===== config.mk =====
export PLATFORM = sky130hd
export DESIGN_NAME = dtvcc_caption_service_parser_flat
export DESIGN_NICKNAME = d
export VERILOG_FILES = /design/src/rtl/core/dcsp_pkg.sv /design/src/rtl/core/dcsp_if.sv /design/src/rtl/core/dcsp_parser.sv /design/src/rtl/core/dcsp_counts.sv /design/src/rtl/core/dtvcc_caption_service_parser.sv /design/src/flat_wrapper.sv
export SDC_FILE = /design/constraint.sdc
export NUM_CORES = 1
export LEC_CHECK = 0
export BUFFER_PORTS_ARGS = -buffer_cell sky130_fd_sc_hd__buf_2
export CORE_MARGIN = 5
export CORE_UTILIZATION = 55
export DETAILED_ROUTE_END_ITERATION = 12
export HOLD_SLACK_MARGIN = 0.12
export PLACE_DENSITY = 0.71
export SLEW_MARGIN = 5
export SYNTH_ARGS = -nofsm -noshare
export SYNTH_HDL_FRONTEND = slang
export SYNTH_SLANG_ARGS = --single-unit

===== constraint.sdc =====
create_clock -name clk -period 6.7 [get_ports clk]
set_clock_uncertainty 0.1 [all_clocks]
set_input_delay 1.005 -clock clk [delete_from_list [all_inputs] [get_ports clk]]
set_output_delay 1.005 -clock clk [all_outputs]
set_load 0.05 [all_outputs]

===== src/rtl/core/dcsp_pkg.sv =====
// Package for the caption service block parser: parse phases, command codes,
// the parsed-operation struct and the argument-skip lookup functions.
// No dependencies.
`default_nettype none

package dcsp_pkg;

  // Parser phases; code 7 is unused and behaves as trailing skip
  typedef enum logic [2:0] {
    PH_PKT   = 3'd0,
    PH_SVC   = 3'd1,
    PH_XSVC  = 3'd2,
    PH_BLOCK = 3'd3,
    PH_EXT1  = 3'd4,
    PH_SKIP  = 3'd5,
    PH_TRAIL = 3'd6
  } phase_t;

  typedef enum logic {
    EVT_APPEND    = 1'b0,
    EVT_BACKSPACE = 1'b1
  } evt_kind_t;

  // Command and character codes
  localparam logic [7:0] C_BS        = 8'h08;
  localparam logic [7:0] C_EXT1      = 8'h10;
  localparam logic [7:0] C_P16       = 8'h18;
  localparam logic [7:0] C_PRINT_LO  = 8'h20;
  localparam logic [7:0] C_DEL       = 8'h7F;
  localparam logic [7:0] C1_SKIP1_LO = 8'h88;
  localparam logic [7:0] C1_SKIP1_HI = 8'h8D;
  localparam logic [7:0] C1_SKIP2_A  = 8'h90;
  localparam logic [7:0] C1_SKIP3    = 8'h91;
  localparam logic [7:0] C1_SKIP2_B  = 8'h92;
  localparam logic [7:0] C1_SKIP4    = 8'h97;
  localparam logic [7:0] C1_SKIP6_LO = 8'h98;
  localparam logic [7:0] C1_SKIP6_HI = 8'h9F;
  localparam logic [7:0] X_SKIP1_LO  = 8'h08;
  localparam logic [7:0] X_SKIP4_LO  = 8'h80;
  localparam logic [7:0] X_SKIP5_HI  = 8'h8F;

  localparam logic [2:0] SVC_EXTENDED = 3'd7;
  localparam logic [15:0] MUSIC_NOTE  = 16'h266A;
  localparam logic [1:0] CC_START     = 2'd3;

  // One parsed count operation headed for the count store
  typedef struct packed {
    logic        valid;
    evt_kind_t   kind;
    logic [5:0]  svc;
    logic [15:0] code;
  } op_t;

  // Argument bytes following a C1 command
  function automatic logic [2:0] c1_skip(input logic [7:0] b);
    logic [2:0] n;
    n = 3'd0;
    if (b >= C1_SKIP1_LO && b <= C1_SKIP1_HI) n = 3'd1;
    else if (b == C1_SKIP2_A || b == C1_SKIP2_B) n = 3'd2;
    else if (b == C1_SKIP3) n = 3'd3;
    else if (b == C1_SKIP4) n = 3'd4;
    else if (b >= C1_SKIP6_LO && b <= C1_SKIP6_HI) n = 3'd6;
    return n;
  endfunction

  // Argument bytes following an EXT1 code byte
  function automatic logic [2:0] ext1_skip(input logic [7:0] b);
    logic [2:0] n;
    n = 3'd0;
    if (b >= X_SKIP1_LO && b < C_EXT1) n = 3'd1;
    else if (b >= C_EXT1 && b < C_P16) n = 3'd2;
    else if (b >= C_P16 && b < C_PRINT_LO) n = 3'd3;
    else if (b >= X_SKIP4_LO && b < C1_SKIP1_LO) n = 3'd4;
    else if (b >= C1_SKIP1_LO && b <= X_SKIP5_HI) n = 3'd5;
    return n;
  endfunction

endpackage

`default_nettype wire


===== src/rtl/core/dcsp_if.sv =====
// Valid/ready channel interfaces for caption bytes in and caption events out.
// Depends on nothing.
`default_nettype none

interface dcsp_in_if;
  logic       valid;
  logic       ready;
  logic [7:0] data_byte;
  logic [1:0] cc_type;

  modport source (output valid, output data_byte, output cc_type, input ready);
  modport sink   (input valid, input data_byte, input cc_type, output ready);
endinterface

interface dcsp_out_if;
  logic        valid;
  logic        ready;
  logic        event_kind;
  logic [5:0]  service;
  logic [15:0] char_code;

  modport source (output valid, output event_kind, output service, output char_code,
                  input ready);
  modport sink   (input valid, input event_kind, input service, input char_code,
                  output ready);
endinterface

`default_nettype wire


===== src/rtl/core/dcsp_parser.sv =====
// Byte-level packet/service/block parser state machine. Uses dcsp_pkg.
// Emits one count operation per printable or backspace byte inside a block.
`default_nettype none

module dcsp_parser (
  input  wire logic           clk,
  input  wire logic           rst,
  input  wire logic           take,
  input  wire logic [7:0]     data_byte,
  input  wire logic [1:0]     cc_type,
  output dcsp_pkg::op_t       op
);
  import dcsp_pkg::*;

  logic       accepted, accepted_next;
  phase_t     phase, phase_next;
  logic [6:0] packet_left, packet_left_next;
  logic [4:0] block_left, block_left_next;
  logic [2:0] skip_left, skip_left_next;
  logic [5:0] current_service, current_service_next;

  // Byte is parsed once the stream has locked onto a packet start
  logic   active;
  phase_t ph;
  assign active = take && (accepted || cc_type == CC_START);
  assign ph     = accepted ? phase : PH_PKT;

  // Next state
  always_comb begin
    logic [6:0] pl;
    logic [4:0] bl;
    logic [2:0] sl;
    logic [5:0] size;
    accepted_next        = accepted;
    phase_next           = phase;
    packet_left_next     = packet_left;
    block_left_next      = block_left;
    skip_left_next       = skip_left;
    current_service_next = current_service;
    pl   = packet_left - 7'd1;
    bl   = block_left;
    sl   = skip_left;
    size = data_byte[5:0];
    if (active) begin
      accepted_next = 1'b1;
      if (ph == PH_PKT) begin
        block_left_next = '0;
        skip_left_next  = '0;
        if (size != '0) begin
          packet_left_next = {size, 1'b0} - 7'd1;
          phase_next       = PH_SVC;
        end else begin
          packet_left_next = '0;
          phase_next       = PH_PKT;
        end
      end else begin
        packet_left_next = pl;
        unique case (ph)
          PH_SVC: begin
            current_service_next = {3'b000, data_byte[7:5]};
            bl = data_byte[4:0];
            if (data_byte[7:5] == SVC_EXTENDED) phase_next = PH_XSVC;
            else phase_next = (bl != '0) ? PH_BLOCK : PH_TRAIL;
          end
          PH_XSVC: begin
            current_service_next = data_byte[5:0];
            phase_next = (bl != '0) ? PH_BLOCK : PH_TRAIL;
          end
          PH_BLOCK: begin
            bl = block_left - 5'd1;
            sl = '0;
            if (data_byte == C_EXT1) begin
              phase_next = PH_EXT1;
            end else begin
              if (data_byte == C_P16) sl = 3'd2;
              else if (data_byte < C_PRINT_LO || data_byte > C_DEL) begin
                sl = c1_skip(data_byte);
              end
              phase_next = (sl != '0) ? PH_SKIP : ((bl != '0) ? PH_BLOCK : PH_TRAIL);
            end
          end
          PH_EXT1: begin
            if (bl != '0) bl = bl - 5'd1;
            sl = ext1_skip(data_byte);
            phase_next = (sl != '0) ? PH_SKIP : ((bl != '0) ? PH_BLOCK : PH_TRAIL);
          end
          PH_SKIP: begin
            if (bl != '0) bl = bl - 5'd1;
            if (sl != '0) sl = sl - 3'd1;
            phase_next = (sl != '0) ? PH_SKIP : ((bl != '0) ? PH_BLOCK : PH_TRAIL);
          end
          default: phase_next = PH_TRAIL;
        endcase
        block_left_next = bl;
        skip_left_next  = sl;
        // Last packet byte: back to the header, pending skips dropped
        if (pl == '0) begin
          phase_next      = PH_PKT;
          block_left_next = '0;
          skip_left_next  = '0;
        end
      end
    end
  end

  // Outputs: count operation for the byte being taken
  always_comb begin
    op       = '0;
    op.svc   = current_service;
    op.kind  = EVT_APPEND;
    op.code  = (data_byte == C_DEL) ? MUSIC_NOTE : {8'h00, data_byte};
    if (active && ph == PH_BLOCK) begin
      if (data_byte >= C_PRINT_LO && data_byte <= C_DEL) begin
        op.valid = 1'b1;
      end else if (data_byte == C_BS) begin
        op.valid = 1'b1;
        op.kind  = EVT_BACKSPACE;
        op.code  = '0;
      end
    end
  end

  always_ff @(posedge clk) begin
    if (rst) begin
      accepted        <= 1'b0;
      phase           <= PH_PKT;
      packet_left     <= '0;
      block_left      <= '0;
      skip_left       <= '0;
      current_service <= '0;
    end else begin
      accepted        <= accepted_next;
      phase           <= phase_next;
      packet_left     <= packet_left_next;
      block_left      <= block_left_next;
      skip_left       <= skip_left_next;
      current_service <= current_service_next;
    end
  end

endmodule

`default_nettype wire


===== src/rtl/core/dcsp_counts.sv =====
// Per-service character count store and event output stage.
// Registered memory read, one-deep write bypass, output register. Uses dcsp_pkg.
`default_nettype none

module dcsp_counts #(
  parameter int MAX_SERVICES = 64,
  parameter int COUNT_WIDTH  = 16
) (
  input  wire logic        clk,
  input  wire logic        rst,
  input  wire logic        take,
  input  dcsp_pkg::op_t    op,
  output logic             in_ready,
  dcsp_out_if.source       evt
);
  import dcsp_pkg::*;

  localparam int AW = (MAX_SERVICES > 1) ? $clog2(MAX_SERVICES) : 1;
  localparam logic [6:0] SVC_LIMIT = 7'(MAX_SERVICES);

  logic [COUNT_WIDTH-1:0] count_mem [MAX_SERVICES];
  logic [MAX_SERVICES-1:0] vld;

  // Operation stage (input register) with its count read
  logic                   s1_valid;
  op_t                    s1_op;
  logic [COUNT_WIDTH-1:0] rd_q;
  logic                   vld_q;
  logic                   byp;
  logic [COUNT_WIDTH-1:0] byp_val;

  logic                   s1_go, load, has, emit, wr_en;
  logic [COUNT_WIDTH-1:0] cur, wr_data;
  logic [AW-1:0]          wr_addr, rd_addr;

  assign s1_go    = s1_valid && (!evt.valid || evt.ready);
  assign in_ready = !s1_valid || s1_go;
  assign load     = take && op.valid;
  assign rd_addr  = op.svc[AW-1:0];
  assign wr_addr  = s1_op.svc[AW-1:0];

  // Count update and event decision
  always_comb begin
    has  = {1'b0, s1_op.svc} < SVC_LIMIT;
    cur  = byp ? byp_val : (vld_q ? rd_q : '0);
    if (s1_op.kind == EVT_APPEND) begin
      wr_data = (cur == '1) ? cur : cur + 1'b1;
      emit    = 1'b1;
      wr_en   = s1_go && has;
    end else begin
      wr_data = cur - 1'b1;
      emit    = has && (cur != '0);
      wr_en   = s1_go && emit;
    end
  end

  // Count memory
  always_ff @(posedge clk) begin
    if (wr_en) count_mem[wr_addr] <= wr_data;
    if (load)  rd_q <= count_mem[rd_addr];
  end

  always_ff @(posedge clk) begin
    if (load) begin
      s1_op   <= op;
      vld_q   <= vld[rd_addr];
      byp     <= wr_en && (wr_addr == rd_addr);
      byp_val <= wr_data;
    end
  end

  // Entry valid bits and stage control
  always_ff @(posedge clk) begin
    if (rst) begin
      vld      <= '0;
      s1_valid <= 1'b0;
    end else begin
      if (wr_en) vld[wr_addr] <= 1'b1;
      if (in_ready) s1_valid <= load;
    end
  end

  // Output register
  always_ff @(posedge clk) begin
    if (rst) begin
      evt.valid <= 1'b0;
    end else if (s1_go && emit) begin
      evt.valid <= 1'b1;
    end else if (evt.ready) begin
      evt.valid <= 1'b0;
    end
  end

  always_ff @(posedge clk) begin
    if (s1_go && emit) begin
      evt.event_kind <= s1_op.kind;
      evt.service    <= s1_op.svc;
      evt.char_code  <= s1_op.code;
    end
  end

  // Backspace events only come from services that keep a count
  a_bs_has_count: assert property (@(posedge clk) disable iff (rst)
    evt.valid && evt.event_kind == EVT_BACKSPACE |-> {1'b0, evt.service} < SVC_LIMIT)
    else $error("backspace event from service without count");

  // No count write while the stage is held by a stalled output
  a_no_write_on_stall: assert property (@(posedge clk) disable iff (rst)
    evt.valid && !evt.ready |-> !wr_en)
    else $error("count written during output stall");

  // Reset empties the store
  a_reset_clears: assert property (@(posedge clk) rst |=> vld == '0)
    else $error("valid bits not cleared by reset");

endmodule

`default_nettype wire


===== src/rtl/core/dtvcc_caption_service_parser.sv =====
// Top level of the caption service block parser: byte parser plus count store.
// Depends on dcsp_pkg, dcsp_if, dcsp_parser and dcsp_counts.
//
//   channel   dir   payload                          transaction
//   cap_in    in    data_byte[7:0], cc_type[1:0]     valid && ready
//   evt_out   out   event_kind, service, char_code   valid && ready
//
// One byte is accepted per cycle; a stalled event output holds the operation
// stage and stops byte intake. Events pass the operation stage, then the output
// register. The byte rate is set by the per-service count read-modify-write,
// pipelined with a one-deep write bypass. Reset (rst, synchronous) clears parser
// state, the output register and the count valid bits at once; no clearing pass.
`default_nettype none

module dtvcc_caption_service_parser #(
  parameter int MAX_SERVICES = 64,
  parameter int COUNT_WIDTH  = 16
) (
  input  wire logic    clk,
  input  wire logic    rst,
  dcsp_in_if.sink      cap_in,
  dcsp_out_if.source   evt_out
);
  import dcsp_pkg::*;

  op_t  op;
  logic in_ready;
  logic take;

  assign cap_in.ready = in_ready;
  assign take         = cap_in.valid && in_ready;

  dcsp_parser u_parser (
    .clk       (clk),
    .rst       (rst),
    .take      (take),
    .data_byte (cap_in.data_byte),
    .cc_type   (cap_in.cc_type),
    .op        (op)
  );

  dcsp_counts #(
    .MAX_SERVICES (MAX_SERVICES),
    .COUNT_WIDTH  (COUNT_WIDTH)
  ) u_counts (
    .clk      (clk),
    .rst      (rst),
    .take     (take),
    .op       (op),
    .in_ready (in_ready),
    .evt      (evt_out)
  );

endmodule

`default_nettype wire


===== src/flat_wrapper.sv =====
// flat-port wrapper written by rule: the top's interface ports become plain ports
module dtvcc_caption_service_parser_flat import dcsp_pkg::*;
#(
  parameter int MAX_SERVICES = 64,
  parameter int COUNT_WIDTH  = 16
)
  (clk, rst, cap_in_valid, cap_in_data_byte, cap_in_cc_type, cap_in_ready, evt_out_valid, evt_out_event_kind, evt_out_service, evt_out_char_code, evt_out_ready);
  dcsp_in_if cap_in_i ();
  dcsp_out_if evt_out_i ();
  input  wire logic clk;
  input  wire logic rst;
  input wire logic [$bits(cap_in_i.valid)-1:0] cap_in_valid;
  input wire logic [$bits(cap_in_i.data_byte)-1:0] cap_in_data_byte;
  input wire logic [$bits(cap_in_i.cc_type)-1:0] cap_in_cc_type;
  output wire logic [$bits(cap_in_i.ready)-1:0] cap_in_ready;
  output wire logic [$bits(evt_out_i.valid)-1:0] evt_out_valid;
  output wire logic [$bits(evt_out_i.event_kind)-1:0] evt_out_event_kind;
  output wire logic [$bits(evt_out_i.service)-1:0] evt_out_service;
  output wire logic [$bits(evt_out_i.char_code)-1:0] evt_out_char_code;
  input wire logic [$bits(evt_out_i.ready)-1:0] evt_out_ready;
  assign cap_in_i.valid = cap_in_valid;
  assign cap_in_i.data_byte = cap_in_data_byte;
  assign cap_in_i.cc_type = cap_in_cc_type;
  assign cap_in_ready = cap_in_i.ready;
  assign evt_out_valid = evt_out_i.valid;
  assign evt_out_event_kind = evt_out_i.event_kind;
  assign evt_out_service = evt_out_i.service;
  assign evt_out_char_code = evt_out_i.char_code;
  assign evt_out_i.ready = evt_out_ready;
  dtvcc_caption_service_parser #(.MAX_SERVICES(MAX_SERVICES), .COUNT_WIDTH(COUNT_WIDTH)) u_core (.clk(clk), .rst(rst), .cap_in(cap_in_i), .evt_out(evt_out_i));
endmodule

---- Yosys cells after proc, flatten, opt, wreduce, memory -nomap -nowiden ----
Memories as Yosys holds them, arrays and structs flattened. A register that Yosys moved wholly into a read port is not among the register bits.
Index checks and enable logic that the tools add are counted.
word-level totals
  flip-flop bits (word level) ............. 155
  RAM bits ................................ 1024
  input port bits ......................... 14
  output and inout bits ................... 25
  word-level logic and storage cells ...... 186
  memories ................................ 1
memory list
  name                       words  width  rd ports  clocked after memory_dff  write ports  line               RTL
  u_core.u_counts.count_mem  64     16     1         1                         1            dcsp_counts.sv:21  logic [COUNT_WIDTH-1:0] count_mem [MAX_SERVICES];
operators by class
  add/sub/neg operators ................... 6
  $lt $le $gt $ge ......................... 19
  equality and inequality tests ........... 17
  multiplexer cells ....................... 77
  bitwise gates (word level) .............. 3
  reductions and logical operators ........ 45
operators by type and width
  kind                                                               count
  2-to-1 mux 3 bit                                                   39
  2-to-1 mux 16 bit                                                  4
  bitwise OR 64 bit                                                  1
  2-to-1 mux 14 bit                                                  4
  2-to-1 mux 5 bit                                                   9
  equality test 8 bit, second input constant                         4
  nonzero test 5 bit                                                 6
  greater-or-equal comparator 8 bit, second input constant           3
  less-or-equal comparator 8 bit, second input constant              3
  case mux 5 bit (4 select lines)                                    1
  logical AND 1 bit                                                  17
  adder 16 x 1 -> 16 bit, second input constant                      1
  equality test 16 bit, second input constant                        1
  equality test 8 x 5 -> 1 bit, second input constant                2
  greater-or-equal comparator 8 x 5 -> 1 bit, second input constant  2
  < comparator 8 x 5 -> 1 bit, second input constant                 2
  nonzero test 16 bit                                                1
  subtractor 16 x 1 -> 16 bit, second input constant                 1
  case mux 3 bit (5 select lines)                                    1
  < comparator 6 x 7 -> 1 bit, second input constant                 2
  2-to-1 mux 7 bit                                                   2
  subtractor 7 x 1 -> 7 bit, second input constant                   2
  case mux 6 bit (2 select lines)                                    1
  nonzero test 3 bit                                                 4
  other kinds (31)                                                   54

---- Longest topological paths before layout ----
  depth in word-level cells ............... 19
  mapped depth ............................ 16
  depth with buffers taken out ............ 10

---- Hierarchy ----
Synthesis repeated with hierarchy kept, for this count alone.
unflattened totals
  cells, all modules ...................... 2617
  area total of the unflattened synthesis .. 48312.6 µm²
by module, submodules not included
  module                        instances  cells an instance  area an instance (µm²)  seq. area each (µm²)
  dcsp_counts                   1          2319               46037.9                 34473.1
  dcsp_parser                   1          297                2268.4                  500.5
  dtvcc_caption_service_parser  1          1                  6.3                     0.0

---- Worst setup path before layout ----
OpenSTA, ideal clock, no wires.
  path kind ............................... reg-to-reg
  start point ............................. reg u_core.u_counts.byp
  end point ............................... reg u_core.u_counts.byp_val[4] (data pin)
  setup time .............................. 0.574 ns
  arrival ................................. 4.563 ns
  required time ........................... 6.026 ns
  path slack .............................. 1.463 ns
  stages on the path, launching flop included .. 15
  path buffers ............................ 6
  period minus slack after synthesis ...... 5.237 ns
  cells stage by stage .................... edfxtp_1 -> buf_6 -> buf_6 -> buf_4 -> buf_2 -> clkbuf_1 -> a22oi_1 -> inv_1 -> ha_1 -> a21boi_2 -> and3_1 -> buf_2 -> a21oi_1 -> a21boi_0 -> xnor2_1
on the way
  longest elaborated chain between the ends .. 4
  elaborated cells on any way between the ends .. 6
  classes of those cells .................. add/sub (2); eq/ne (1); mux (3)
RTL lines
  what                                                            line               RTL
  start, declared                                                 dcsp_counts.sv:29  logic byp;
  start signal, assigned                                          dcsp_counts.sv:67  byp <= wr_en && (wr_addr == rd_addr);
  2-to-1 mux 16 bit *                                             dcsp_counts.sv:45  cur = byp ? byp_val : (vld_q ? rd_q : '0);
  adder 16 x 1 -> 16 bit or equality test 16 bit (tied branches)  dcsp_counts.sv:47  wr_data = (cur == '1) ? cur : cur + 1'b1;
  2-to-1 mux 16 bit                                               dcsp_counts.sv:47
  2-to-1 mux 16 bit *                                             dcsp_counts.sv:46  if (s1_op.kind == EVT_APPEND) begin
  net u_core.u_counts.wr_data[4]                                  dcsp_counts.sv:33  logic [COUNT_WIDTH-1:0] cur, wr_data;
  end signal, assigned                                            dcsp_counts.sv:68  byp_val <= wr_data;
  end, declared                                                   dcsp_counts.sv:30  logic [COUNT_WIDTH-1:0] byp_val;
Mark *: on every way through the listed nets, which the timed path passes. The rest lies on a longest branch.
A chain may end at the register's enable or synchronous reset.

---- Worst setup path after layout ----
  start point ............................. reg u_core.u_counts.vld_q
  end point ............................... reg u_core.u_counts.byp_val[3] (data pin)
on the way
  longest elaborated chain between the ends .. 5
  elaborated cells on any way between the ends .. 7
  classes of those cells .................. add/sub (2); eq/ne (1); mux (4)
RTL lines
  what                                                            line               RTL
  start, declared                                                 dcsp_counts.sv:28  logic vld_q;
  start signal, assigned                                          dcsp_counts.sv:66  vld_q <= vld[rd_addr];
  2-to-1 mux 16 bit * (2 in series)                               dcsp_counts.sv:45
  adder 16 x 1 -> 16 bit or equality test 16 bit (tied branches)  dcsp_counts.sv:47
  2-to-1 mux 16 bit                                               dcsp_counts.sv:47
  2-to-1 mux 16 bit *                                             dcsp_counts.sv:46
  net u_core.u_counts.wr_data[3]                                  dcsp_counts.sv:33
Marks and branches as above.

==> out/qor.yml <==
area_growth_pct: 12.1
grt_start_max_net_pins: 96
fin_crit_sh_pct: 68.3
vias_per_cell: 6.42
place_ws_ns: 2.17
yosysTopAreaCell: "edfxtp_1"
grt.total_usage_pct: 24.3
cts_made_buffers: 112
synth_edf_count: 1090
synthCells: 2466
rrSetupSlack_ns: 2.12
arrival_ns: 4.92
ant_nets: 0
p_int_mw: 11.8
clock-sinks: 1181
clockPowerShare_pct: 44.8
ys.flop_type: "edfxtp_1"
cp-start-kind: "flip-flop"
path_max_fanout: 37
synth_common_cells: "edfxtp_1 (1090), mux4_2 (306), nor2_1 (111)"
n_fill_cell: 5764
htree_levels: 3
setup_violations: 0
finalMaxSlewViolations: 0
synth_seq_area_share_pct: 72.9
cts_max_path_buffers: 3
p_comb_share_pct: 0.6
r2r_cells: 10
wire_per_inst_um: 29.0
cts_repair_resize_count: 0
register_area_um2: 34600
clk_pin_slew_worst_paths_ns: 0.06
powerDensity_nw_per_um2: 273
drt-total-wl_mm: 110
worstHoldEndpoint: "u_core.u_counts.evt.char_code[3]"
gp_congestion: 0.886
maxSlewHeadroom_pct: 17.6
first_iter_violations: 2672
yosys-top-cells-area: "edfxtp_1 (69%), mux4_2 (15%), dfxtp_1 (3.8%)"
setup_slack_ns: 2.12
syn_area_um2: 47400
tritoncts: "built"
switching_power_mw: 2.75
status: "finished clean"
core.rowCount: 107
firstDrtPassIters: 6
ys_ff_latch: 1181
fp.dieH_um: 303
antenna_found_initial: 0
synthArstFlopShare_pct: 0
min-delay-start: "u_core.u_counts.s1_op[3]"
start_util_pct: 55.5
hold_class: "flip-flop to flip-flop"
die-area_um2: 92100
crit-reg2reg-capture: "u_core.u_counts.byp_val[3]"
peakVddDrop_v: 0.000203
total_power_mw: 14.5
layout-drive-gt1-share_pct: 26.9
ys.warnings.count: 0
fin_util_pct: 62.2
yosysMostFrequentCell: "edfxtp_1"
gr-total-overflow: 0
cap_violations: 0
hpwlAfterDp_mm: 65.6
io_buffers: 33
synth_cell_type_count: 67
crit_path_end_kind: "flip-flop"
finalCriticalPeriod_ns: 4.58
post_cts_buffers: 0
clock_latency_ns: 0.67
fmax_mhz: 218
vias: 24400
die_w_um: 303
num-nets-final: 2584
switching_share_pct: 19.0
io_pins: 39
grt_pass1_wl_mm: 164
finalHoldViolations: 0
drc_errors: 0
cts-root-buf: "clkbuf_16"
power_leakage_nw: 16.2
min_path_cells: 0
seqPwrFrac_pct: 54.7
tightestPinTransition_ns: 1.23
multiInputGateArea_um2: 12100
yosysTopAreaCellShare_pct: 69.1
grt_pass1_vias: 24600
core_um2: 85300
crit_type: "flip-flop to flip-flop"
rsz0062_at_grt: "no"
critPathRequiredTime_ns: 7.04
syn_area_per_cell_um2: 19.2
setup_tns_ns: 0
timing.rr.start: "u_core.u_counts.vld_q"
hold_buffers: 0
[registers in the layout (all words and copies together), names as in the netlist, 3 cells and up]
| signal | cells |
|---|---|
| u_core.u_counts.evt.char_code | 9 |
| u_core.u_counts.vld | 64 |
| u_core.u_counts.evt.service | 6 |
| u_core.u_parser.phase | 3 |
| u_core.u_counts.count_mem | 1024 |
| u_core.u_counts.byp_val | 16 |
| u_core.u_parser.skip_left | 3 |
| u_core.u_counts.wr_addr | 6 |
| u_core.u_parser.current_service | 6 |
| u_core.u_parser.packet_left | 7 |
| u_core.u_counts.s1_op | 10 |
| u_core.u_counts.rd_q | 16 |
| u_core.u_parser.block_left | 5 |
[critical path, cell delays in order, from the launching register on]
cell and delay, ns:
edfxtp_1 0.84, nor2b_1 0.25, a22oi_1 0.15, inv_1 0.16, ha_1 0.18, a21boi_2 0.38, and3_1 0.41, nand2_1 0.12
a22oi_1 0.40, xor2_4 0.84, buf_4 0.48
[cell usage in the layout, fill, tap and decap left out, types with 11 or more instances in the layout]
master / Yosys / final
o21ba_2: 17 / 17
nor2b_1: 12 / 12
nand2b_1: 11 / 11
or2_2: 17 / 17
mux2i_1: 56 / 54
dfxtp_1: 91 / 87
o22ai_1: 52 / 52
buf_2: 47 / 32
nand4_1: 13 / 13
clkbuf_1: 68 / 16
clkbuf_16: 0 / 115
edfxtp_1: 1090 / 1090
o21ai_0: 44 / 44
xnor2_1: 19 / 13
nor2_1: 111 / 94
a22o_1: 11 / 11
nor3_2: 1 / 16
nor3_1: 30 / 15
a21oi_1: 36 / 34
a211oi_1: 19 / 19
inv_1: 63 / 62
nor2_2: 2 / 19
mux4_2: 306 / 306
nand2_1: 71 / 71
o21ai_1: 19 / 19
clkinv_1: 0 / 24
nand3_1: 29 / 29
clkinv_2: 0 / 23
buf_4: 21 / 94
o221ai_1: 14 / 14
ha_1: 14 / 14
a22oi_1: 36 / 36
bufinv_16: 0 / 17
[cell families (layout without fill, tap and decap cells)]
kind of cell	count (synthesis)	in the layout	synth area share, %
xor gates and xnor gates	31	31	0.573
DFF	1181	1181	72.9
adders and majority gates	14	14	0.370
AOI/OAI and AO/OA	300	300	4.37
other	1	7	0.00792
muxes	367	367	15.9
and+or+nand+nor	353	353	3.71
buffers and inverters	219	400	2.17
[worst max path at each step]
stage	endpoint	start	slack, ns
floorplan	u_core.u_counts.byp_val[4]	u_core.u_counts.byp	1.46
CTS	u_core.u_counts.count_mem[29][10]	u_core.u_counts.vld_q	2.15
finish	u_core.u_counts.byp_val[3]	u_core.u_counts.vld_q	2.12
detailed placement	u_core.u_counts.count_mem[30][10]	u_core.u_counts.vld_q	2.17
global placement	u_core.u_counts.count_mem[4][10]	u_core.u_counts.vld_q	2.31
global route	u_core.u_counts.count_mem[40][3]	u_core.u_counts.vld_q	1.85
[layout make-up]
type,count,share of cell area [%]
clock inverters,77,1.61
repair buffers,128,1.71
well taps,1144,2.70
clock buffers,132,5.56
multi-input cells,1070,22.9
diodes,2,0.00943
flip-flops and latches,1181,65.1
inverters,63,0.445
[per-stage QoR]
stage / hold slack [ns] / instances / cell area (um2)
after floorplan: 0.300 / 2470 / 47400
after global placement: 0.304 / 3586 / 49300
after CTS: 0.321 / 3795 / 53100
after global routing: 0.339 / 3795 / 53100
after detailed placement: 0.307 / 3586 / 49300
final: 0.322 / 3797 / 53100
[layer usage]
metal	global-route usage (%)	part of all wire, %	up-vias	routed length [um]
met2	38.8	49	1078	53500
met1	35.1	40	12800	44300
met3	4.66	8.5	164	9380
li1	-	-	10300	-
met5	0	0	-	0
met4	6.58	2.7	0	2990
[power groups by stage]
stage / sequential, mW / combinational, mW / clock, mW
floorplan: 8.09 / 0.0636 / 0
global placement: 8.09 / 0.0774 / 0
detailed placement: 8.09 / 0.0792 / 0
CTS: 7.93 / 0.0802 / 6.59
global route: 7.93 / 0.0889 / 6.95
finish: 7.93 / 0.0814 / 6.49
Power figures use the tool's default switching activity.
